### config.mk
export PLATFORM = sky130hd
export DESIGN_NAME = lds_div_cell
export DESIGN_NICKNAME = d
export VERILOG_FILES = /design/src/design/lds_pkg.sv /design/src/design/lds_div_cell.sv
export SDC_FILE = /design/constraint.sdc
export NUM_CORES = 1
export LEC_CHECK = 0
export BUFFER_PORTS_ARGS = -buffer_cell sky130_fd_sc_hd__buf_2
export CORE_MARGIN = 4
export CORE_UTILIZATION = 30
export CTS_BUF_LIST = sky130_fd_sc_hd__clkbuf_2
export DETAILED_ROUTE_END_ITERATION = 7
export GPL_ROUTABILITY_DRIVEN = 0
export GPL_TIMING_DRIVEN = 0
export HOLD_SLACK_MARGIN = 0.12
export PLACE_DENSITY = 0.57
export REMOVE_ABC_BUFFERS = 1
export SYNTH_ARGS = -nofsm -noshare
export SYNTH_HDL_FRONTEND = slang
export SYNTH_SLANG_ARGS = --single-unit
### constraint.sdc
create_clock -name i_clk -period 6.4 [get_ports i_clk]
set_input_delay 0.64 -clock i_clk [delete_from_list [all_inputs] [get_ports i_clk]]
set_output_delay 0.64 -clock i_clk [all_outputs]
set_load 0.01 [all_outputs]
### src/design/lds_pkg.sv
package lds_pkg;

    localparam int DEF_MAX_SLICES    = 256;
    localparam int DEF_LOG_FRAC_BITS = 16;

    localparam int DIST_W     = 32;
    localparam int POS_W      = 5;
    localparam int SLICE_W    = 8;
    localparam int CNT_REG_W  = 9;
    localparam int CFG_ADDR_W = 2;
    localparam int CFG_DATA_W = 32;

    // register indexes of the configuration port
    localparam logic [CFG_ADDR_W-1:0] CFG_PROJ_SET = 2'd0;
    localparam logic [CFG_ADDR_W-1:0] CFG_NEAR     = 2'd1;
    localparam logic [CFG_ADDR_W-1:0] CFG_FAR      = 2'd2;
    localparam logic [CFG_ADDR_W-1:0] CFG_COUNT    = 2'd3;

    localparam logic [DIST_W-1:0]    RST_NEAR  = 32'd65536;
    localparam logic [DIST_W-1:0]    RST_FAR   = 32'd65536000;
    localparam logic [CNT_REG_W-1:0] RST_COUNT = 9'd16;

    // log lanes carried side by side: view distance, near plane, far plane
    localparam int LANES  = 3;
    localparam int LANE_D = 0;
    localparam int LANE_N = 1;
    localparam int LANE_F = 2;

    // how the final slice is chosen
    localparam logic [1:0] SEL_ZERO = 2'd0;
    localparam logic [1:0] SEL_LAST = 2'd1;
    localparam logic [1:0] SEL_CALC = 2'd2;

    typedef struct packed {
        logic       vld;
        logic [1:0] sel;
    } t_ctl;

    typedef struct packed {
        logic [POS_W-1:0]  pos;
        logic [DIST_W-1:0] man;
    } t_norm;

    // leading-one position and mantissa left-justified as q1.31
    function automatic t_norm norm_q131(input logic [DIST_W-1:0] x);
        t_norm             r;
        logic [DIST_W-1:0] s;
        logic [POS_W-1:0]  lz;
        s  = x;
        lz = '0;
        if (s[31:16] == 16'd0) begin
            s     = s << 16;
            lz[4] = 1'b1;
        end
        if (s[31:24] == 8'd0) begin
            s     = s << 8;
            lz[3] = 1'b1;
        end
        if (s[31:28] == 4'd0) begin
            s     = s << 4;
            lz[2] = 1'b1;
        end
        if (s[31:30] == 2'd0) begin
            s     = s << 2;
            lz[1] = 1'b1;
        end
        if (s[31] == 1'b0) begin
            s     = s << 1;
            lz[0] = 1'b1;
        end
        r.man = s;
        r.pos = 5'd31 - lz;
        return r;
    endfunction

endpackage

### src/design/lds_div_cell.sv
module lds_div_cell import lds_pkg::*; #(
    parameter int LW   = POS_W + DEF_LOG_FRAC_BITS,
    parameter int QW   = 9,
    parameter int DW   = LW + QW,
    parameter int STEP = 0
) (
    input  logic          i_clk,
    input  logic          i_rst_n,
    input  logic          i_en,
    input  t_ctl          i_ctl,
    input  logic [DW-1:0] i_rem,
    input  logic [LW-1:0] i_den,
    input  logic [QW-1:0] i_quo,
    output t_ctl          o_ctl,
    output logic [DW-1:0] o_rem,
    output logic [LW-1:0] o_den,
    output logic [QW-1:0] o_quo
);

    t_ctl          r_ctl;
    logic [DW-1:0] r_rem, n_rem;
    logic [LW-1:0] r_den;
    logic [QW-1:0] r_quo, n_quo;
    logic [DW-1:0] trial;
    logic          ge;

    // restoring step for quotient bit STEP
    assign trial = DW'(i_den) << STEP;
    assign ge    = (i_rem >= trial);
    assign n_rem = ge ? (i_rem - trial) : i_rem;
    assign n_quo = {i_quo[QW-2:0], ge};

    always_ff @(posedge i_clk) begin
        if (!i_rst_n) begin
            r_ctl <= '0;
        end else if (i_en) begin
            r_ctl <= i_ctl;
        end
    end

    always_ff @(posedge i_clk) begin
        if (i_en) begin
            r_rem <= n_rem;
            r_den <= i_den;
            r_quo <= n_quo;
        end
    end

    assign o_ctl = r_ctl;
    assign o_rem = r_rem;
    assign o_den = r_den;
    assign o_quo = r_quo;

endmodule

After elaboration in Yosys (flattened, before gate mapping)
Index checks and enable logic that the tools add are counted.
{"block": "word_totals", "ff_bits": 63, "out_inout_bits": 63, "wordCells": 8}
{"block": "op_classes", "addsub": 1, "n_lt_le_gt_ge": 1, "muxes": 1}
{"operator": ">= comparator 30 x 21 -> 1 bit", "count": 1}
{"operator": "two-way mux 30 bit", "count": 1}
{"operator": "subtractor 30 x 21 -> 30 bit", "count": 1}

Logic depth before layout (Yosys ltp)
Gate-level depths: netlist of the first run.
{"block": "depth", "word_depth": 2, "mapped_depth": 13}

Worst setup path before layout of the first run
Ideal clock, no wire load.
{"block": "synth_path", "path_kind": "input to register", "startpoint": "input i_rem[0]", "endpoint": "register r_rem[15], in the netlist o_rem[15] (data pin)", "arrival_ns": 2.897, "required_time_ns": 6.140, "slack_ns": 3.243, "path_stages": 12, "n_path_buf": 2, "path_cell_list": "inv_1 -> ha_1 -> inv_1 -> fa_1 -> a211oi_1 -> nor2_1 -> o221ai_1 -> a31oi_1 -> nor4_2 -> buf_4 -> buf_8 -> mux2_2"}
{"block": "synth_via", "elab_chain_cells": 2, "elab_cells_between_ends": 3}
{"element": "from (decl)", "line_no": "lds_div_cell.sv:11", "source": "input logic [DW-1:0] i_rem,"}
{"element": "subtractor 30 x 21 -> 30 bit / >= comparator 30 x 21 -> 1 bit (equally long branches)", "line_no": "lds_div_cell.sv:30, lds_div_cell.sv:29"}
{"element": "two-way mux 30 bit *", "line_no": "lds_div_cell.sv:30", "source": "assign n_rem = ge ? (i_rem - trial) : i_rem;"}
{"element": "net n_rem[15]", "line_no": "lds_div_cell.sv:21", "source": "logic [DW-1:0] r_rem, n_rem;"}
{"element": "to (signal assigned)", "line_no": "lds_div_cell.sv:43", "source": "r_rem <= n_rem;"}
{"element": "to (decl)", "line_no": "lds_div_cell.sv:21"}
The timed path passes the listed nets; every way through them passes the cells marked *.
A chain may end at the register's enable or synchronous reset.

Final worst setup path of the first run
Same ends and word-level chain as after synthesis.

==> flow_summary.json, run 1 <==
{
  "synth_cell_types": 51,
  "path_delay_family": "compound AO/OA/AOI/OAI gates",
  "post_cts_buffers": 0,
  "tns_ns": 0,
  "wirelength_mm": 9.320,
  "multiInputGateArea_um2": 1599,
  "cp.required_ns": 6.67,
  "synth-seq-cells": 63,
  "num_rows": 39,
  "insertion_delay_ns": 0.49,
  "timing.rr.end": "o_ctl[0]",
  "root_buffer": "clkbuf_2",
  "reg2reg_slack_ns": 5.77,
  "place_area_um2": 4407,
  "post_drt_via_cell_ratio": 4.829,
  "portBuffers": 127,
  "die_w_um": 117.9,
  "crit_buf_inv": 4,
  "grt_usage_pct": 13.38,
  "r2r_start": "o_ctl[0]",
  "hold_buffers": 0,
  "rsz0062_at_grt": "false",
  "syn_area_um2": 3626,
  "synthArstFlopShare_pct": 0,
  "drive_gt1_share_pct": 33.05,
  "hpwl_mm": 7.249,
  "min_period_ns": 3.263,
  "cts.sinks": 63,
  "cp.arrival_ns": 3.53,
  "drtPass1Iterations": 4,
  "fmax_mhz": 306.5,
  "worst-path-stages": 12,
  "maxCapViolations": 0,
  "reg2reg_depth": 2,
  "synthFlopType": "edfxtp_1",
  "fin_area_um2": 4516,
  "startpoint": "i_rem[0]",
  "grt_max_degree": 64,
  "grt_pass1_vias": 2966,
  "startpoint_type": "input port",
  "cp-end-kind": "flop",
  "cts_resized": 0,
  "synth_area_per_cell_um2": 10.82,
  "route.vias.total": 2960,
  "cpPeakStageDelay_ns": 0.54,
  "coreArea_um2": 11610,
  "slew_headroom_pct": 45.04,
  "final_hold_viol_count": 0,
  "drtIter0Drc": 161,
  "critPathKind": "in -> reg",
  "slew_violations": 0,
  "peakVddDrop_mv": 0.07070,
  "io_pins": 129,
  "outcome": "completed",
  "cp_slowest_cell": "nor4_4",
  "antenna_left": 0,
  "endpoint": "o_rem[15]",
  "place_ws_ns": 2.643,
  "fin_nets": 552,
  "cts_buffer_depth": 2,
  "clk_pin_slew_ns": 0.19,
  "htreeDepth": 3,
  "synth_edf_count": 60,
  "dieArea_um2": 13910,
  "die_y_um": 117.9,
  "grt_antenna_before_repair": 1,
  "finalSetupViolCount": 0,
  "hp-class": "in -> reg",
  "grt_pass1_wl_mm": 14.95,
  "seq_area_um2": 1862,
  "worstMarginPinSlew_ns": 0.8244,
  "layout_setup_ws_ns": 3.137,
  "initial_utilization_pct": 31.22,
  "grt-ovfl-total": 0,
  "path_cells": "buf_2 -> inv_1 -> ha_1 -> inv_1 -> fa_1 -> a211oi_1 -> nor2_1 -> o221ai_1 -> a31oi_1 -> nor4_4 -> buf_6 -> mux2_2",
  "clock_skew_ns": 0,
  "min_period_over_period_pct": 50.98,
  "routedWlPerCell_um": 15.20,
  "yosysWarnings": 0,
  "cts_tree": "yes",
  "cp_max_fo": 20,
  "synthCells": 335,
  "synth-seq-area-share_pct": 51.35,
  "numCtsBuffers": 9,
  "n_fill_cell": 1218,
  "leakage_nw": 1.953,
  "crit_top_cell": "inv_1",
  "area_delta_synth_final_pct": 24.53,
  "power.density_nw_per_um2": 221.3,
  "drc_errors": 0
}
## layout by cell type, fill, tap and decap left out, types with 5 or more instances in the layout
master	count
buf_2	126
xor2_1	19
nand2_1	35
o31ai_1	7
a21oi_1	21
nor2_1	16
xnor2_1	5
inv_1	28
clkbuf_2	11
o21ai_0	24
edfxtp_1	60
o21a_1	5
nor2b_1	6
nor3_1	9
a31oi_1	5
nand4_1	6
ha_1	21
## registers in the layout, summed over array words and instances, names as in the netlist
register	count
o_den	21
o_quo	9
o_ctl	3
o_rem	30
## kinds of logic after synthesis
logic type               count (synthesis)  synth area share, %
flip-flops                              63                51.35
XOR/XNOR                                24                5.797
AO/OA/AOI/OAI                           85                14.80
multiplexers                             7                2.174
adder cells (fa/ha/maj)                 22                7.798
AND/OR/NAND/NOR                         94                13.29
buffers and inverters                   40                4.796
## through the flow
stage                     hold slack, ns  utilization, %  total power, mW  std cells
final                             0.2847           38.88           0.9992        613
after floorplan                   0.5383               -           0.6699        324
after CTS                         0.2509           38.84            1.013        612
after detailed placement          0.5034           37.94           0.7746        596
after global placement            0.4963           37.68           0.7722        594
after global routing              0.2362           38.88            1.065        613
## Yosys cell counts, types with 6 or more instances
| cell | number | area, um^2 |
|---|---|---|
| o31ai_1 | 7 | 52.55 |
| ha_1 | 21 | 262.8 |
| nand4_1 | 6 | 37.54 |
| o21ai_0 | 24 | 120.1 |
| nand2_1 | 35 | 131.4 |
| xor2_1 | 19 | 166.4 |
| nor3_1 | 9 | 45.04 |
| nor2_1 | 16 | 60.06 |
| a21oi_1 | 21 | 105.1 |
| edfxtp_1 | 60 | 1802 |
| inv_1 | 28 | 105.1 |
| nor2b_1 | 6 | 37.54 |
| clkbuf_1 | 6 | 22.52 |
## cell type report
class,instances,area share (%)
sequential,63,41.23
multi-input combinational,232,35.41
timing repair buffer,129,14.63
tap,143,3.962
inverter,29,2.411
clock buffer,11,1.219
clock inverter,5,1.081
antenna,1,0.05542
## metal layers
metal / GRT usage (%) / vias to the layer above / part of all wire (%)
li1: - / 1496 / -
met1: 16.91 / 1354 / 46
met2: 21.49 / 100 / 47
met3: 3.940 / 10 / 5.9
met4: 5.275 / 0 / 1.7
met5: 0 / - / 0
## worst reg2reg max path: cells and delay by family (launching register included)
kind	cells	cell delay, ns
flip-flops	1	0.34
multiplexers	1	0.13
AND/OR/NAND/NOR	1	0.07
## how the worst min path moves through the flow
| stage | startpoint | end | cells after the start |
|---|---|---|---|
| 2_1_floorplan | o_ctl[0] | o_ctl[0] | 2 |
| 3_3_place_gp | o_ctl[2] | o_ctl[2] | 2 |
| 3_5_place_dp | o_ctl[1] | o_ctl[1] | 2 |
| 4_1_cts | i_quo[0] | o_quo[1] | 1 |
| 5_1_grt | i_quo[6] | o_quo[7] | 1 |
| 6_report | i_quo[6] | o_quo[7] | 1 |
## report_power, final
group / total (mW) / internal [mW] / switching [mW]
clock network: 0.234 / 0.0904 / 0.144
registers: 0.516 / 0.505 / 0.0105
logic: 0.249 / 0.105 / 0.144
total: 0.999 / 0.700 / 0.299
No activity file was read; power rests on OpenSTA's default activity.
==> run 2, diff against run 1 <==
--- a/config.mk
+++ b/config.mk
@@ -5,6 +5,7 @@
 export SDC_FILE = /design/constraint.sdc
 export NUM_CORES = 1
 export LEC_CHECK = 0
+export ABC_AREA = 1
 export BUFFER_PORTS_ARGS = -buffer_cell sky130_fd_sc_hd__buf_2
 export CORE_MARGIN = 4
 export CORE_UTILIZATION = 30
@@ -13,7 +14,7 @@
 export GPL_ROUTABILITY_DRIVEN = 0
 export GPL_TIMING_DRIVEN = 0
 export HOLD_SLACK_MARGIN = 0.12
-export PLACE_DENSITY = 0.57
+export PLACE_DENSITY = 0.55
 export REMOVE_ABC_BUFFERS = 1
 export SYNTH_ARGS = -nofsm -noshare
 export SYNTH_HDL_FRONTEND = slang
==> constraint.sdc (replaced) <==
create_clock -name i_clk -period 3.1 [get_ports i_clk]
set_input_delay 0.31 -clock i_clk [delete_from_list [all_inputs] [get_ports i_clk]]
set_output_delay 0.31 -clock i_clk [all_outputs]
set_load 0.01 [all_outputs]
==> run 2 against run 1 <==
Hold slack worse by 0.11 ns. Global-route usage increased by 1.7 points. First-iteration DRC count up 60%. Worst setup slack got worse by 2.8 ns. Total power up 150%. Critical path type unchanged. Largest cell class is now multi-input gates. Largest power group unchanged. Highest routed layer unchanged.
==> flow_summary.json, run 2 <==
{
  "layout_common_cells": "nand2_1, buf_2, inv_1",
  "synth_top_family_by_area": "simple AND/OR/NAND/NOR gates",
  "path_cells": "dlygate4sd3_1 -> buf_2 -> inv_1 -> ha_1 -> inv_1 -> fa_1 -> nand3_1 -> nand3_2 -> nand2_1 -> nand2_1 -> nand2_1 -> nand2_2 -> nand2_2 -> nand2_4 -> inv_4 -> nand2_1 -> nand2_1",
  "cp-end-kind": "flop",
  "grt_pass1_vias": 4241,
  "startpoint_type": "input port",
  "clk_pin_slew_ns": 0.18,
  "largest_reg_flops": 30,
  "yosysTopAreaCell": "edfxtp_1",
  "route.vias.total": 4182,
  "tns_ns": 0,
  "final_hold_viol_count": 0,
  "critPathKind": "in -> reg",
  "grt_antenna_before_repair": 1,
  "io_pins": 129,
  "layout_commonest_cell": "nand2_1",
  "num_rows": 43,
  "syn_area_um2": 4317,
  "min_period_ns": 2.770,
  "crit_top_cell": "nand2_1",
  "drc_errors": 0,
  "synth-seq-cells": 63,
  "finalSetupViolCount": 0,
  "cts_buffer_depth": 2,
  "post_drt_via_cell_ratio": 4.329,
  "htreeDepth": 3,
  "grt-ovfl-total": 0,
  "cts_resized": 0,
  "portBuffers": 127,
  "hpwl_mm": 9.099,
  "synth_edf_count": 60,
  "clock_skew_ns": 0,
  "synthCells": 584,
  "drtIter0Drc": 258,
  "rsz0062_at_grt": "false",
  "maxCapViolations": 0,
  "numCtsBuffers": 9,
  "synth_cell_types": 28,
  "synth-xor-area-share_pct": 2.638,
  "grt_usage_pct": 15.03,
  "peakVddDrop_mv": 0.1928,
  "insertion_delay_ns": 0.51,
  "outcome": "completed",
  "routedWlPerCell_um": 12.44,
  "synth-seq-area-share_pct": 43.13,
  "synth_area_per_cell_um2": 7.392,
  "drive_gt1_share_pct": 21.15,
  "drtPass1Iterations": 5,
  "dieArea_um2": 16370,
  "cts_tree": "yes",
  "synthTopCellsByArea": "edfxtp_1, nand2_1, inv_1, ha_1, nand3_1",
  "wirelength_mm": 12.01,
  "cp.required_ns": 3.49,
  "yosysMostFrequentCell": "nand2_1",
  "fin_area_um2": 5944,
  "yosysWarnings": 0,
  "synth-simple-area-share_pct": 32.38,
  "antenna_left": 0,
  "synth_top_area_share_pct": 41.74,
  "synth_commonest_cells": "nand2_1, inv_1, edfxtp_1",
  "fmax_mhz": 361.0,
  "crit_buf_inv": 5,
  "synthFlopType": "edfxtp_1",
  "power.density_nw_per_um2": 415.0,
  "die_w_um": 128.0,
  "grt_pass1_wl_mm": 19.80,
  "path_delay_family": "buffers and inverters",
  "synth_fa_ha_area_share_pct": 6.551,
  "fin_nets": 868,
  "grt_max_degree": 65,
  "initial_utilization_pct": 30.86,
  "muxShareOfSynthArea_pct": 0,
  "die_y_um": 128.0,
  "cp_max_fo": 28,
  "hp-class": "in -> reg",
  "cp.arrival_ns": 3.16,
  "place_area_um2": 5136,
  "cp_slowest_cell": "dlygate4sd3_1",
  "worstMarginPinSlew_ns": 0.7981,
  "leakage_nw": 3.101,
  "root_buffer": "clkbuf_2",
  "coreArea_um2": 13990,
  "slew_headroom_pct": 46.79,
  "cpPeakStageDelay_ns": 0.53,
  "cts.sinks": 63,
  "synth_compound_area_share_pct": 4.116,
  "synthArstFlopShare_pct": 0,
  "slew_violations": 0,
  "min_period_over_period_pct": 89.36,
  "n_fill_cell": 1480,
  "area_delta_synth_final_pct": 37.71
}
## run 2: path summary, 6_finish.rpt
path	startpoint	endpoint	slack [ns]	cells past startpoint
min reg2reg	o_ctl[2]	o_ctl[2]	1.07	3
min	i_rem[28]	o_rem[28]	0.18	3
max	i_rem[0]	o_rem[16]	0.33	17
max reg2reg	o_ctl[1]	o_ctl[1]	1.84	3
## run 2: repair_timing
action | CTS | global route
hold endpoints to repair | 59 | 0
hold buffers | 62 | 0
buffers inserted | 0 | 0
## run 2: metrics by stage
step / utilization (%) / instances / setup WS (ns) / hold slack, ns / power, mW
floorplan: - / 580 / 0.9201 / 0.4089 / 1.444
global placement: 36.72 / 887 / 0.2858 / 0.4727 / 1.677
CTS: 42.46 / 965 / 0.3513 / 0.1241 / 2.510
finish: 42.50 / 966 / 0.3298 / 0.1791 / 2.467
detailed placement: 36.72 / 887 / 0.2763 / 0.4884 / 1.679
global route: 42.50 / 966 / 0.1409 / 0.1484 / 2.627
## run 2: final cells by class
| type | instances | area [um^2] | area share (%) |
|---|---|---|---|
| diodes | 1 | 2.502 | 0.04210 |
| clock buffers | 10 | 50.05 | 0.8419 |
| clock inverters | 6 | 132.6 | 2.231 |
| inverters | 117 | 441.7 | 7.430 |
| multi-input cells | 400 | 1972 | 33.17 |
| flip-flops and latches | 63 | 1862 | 31.32 |
| well taps | 180 | 225.2 | 3.789 |
| repair buffers | 189 | 1259 | 21.17 |
## run 2: kinds of logic (layout without fill, tap and decap cells)
logic type | Yosys count | in the layout
flops | 63 | 63
compound gates | 29 | 29
fa+ha+maj | 22 | 22
xor+xnor | 13 | 13
simple gates | 336 | 336
buf+inv | 121 | 322
other cells | 0 | 1
## run 2: power by group
group	internal, mW	switching, mW	total, mW
clock	0.431	0.315	0.746
combinational	0.275	0.382	0.656
sequential	1.04	0.0227	1.06
## run 2: metal layers
layer	global-route usage, %	routed length, um	vias up
met2	24.95	5522	107
met4	5.493	234	0
met5	0	0	-
met1	19.11	5564	1857
li1	-	-	2201
met3	3.458	692	17
## run 2: worst register-to-register path, stage by stage (launching register included)
cell           delay [ns]
dfxtp_1              0.36
o21ai_0              0.20
nor2_1               0.06
dlygate4sd3_1        0.56
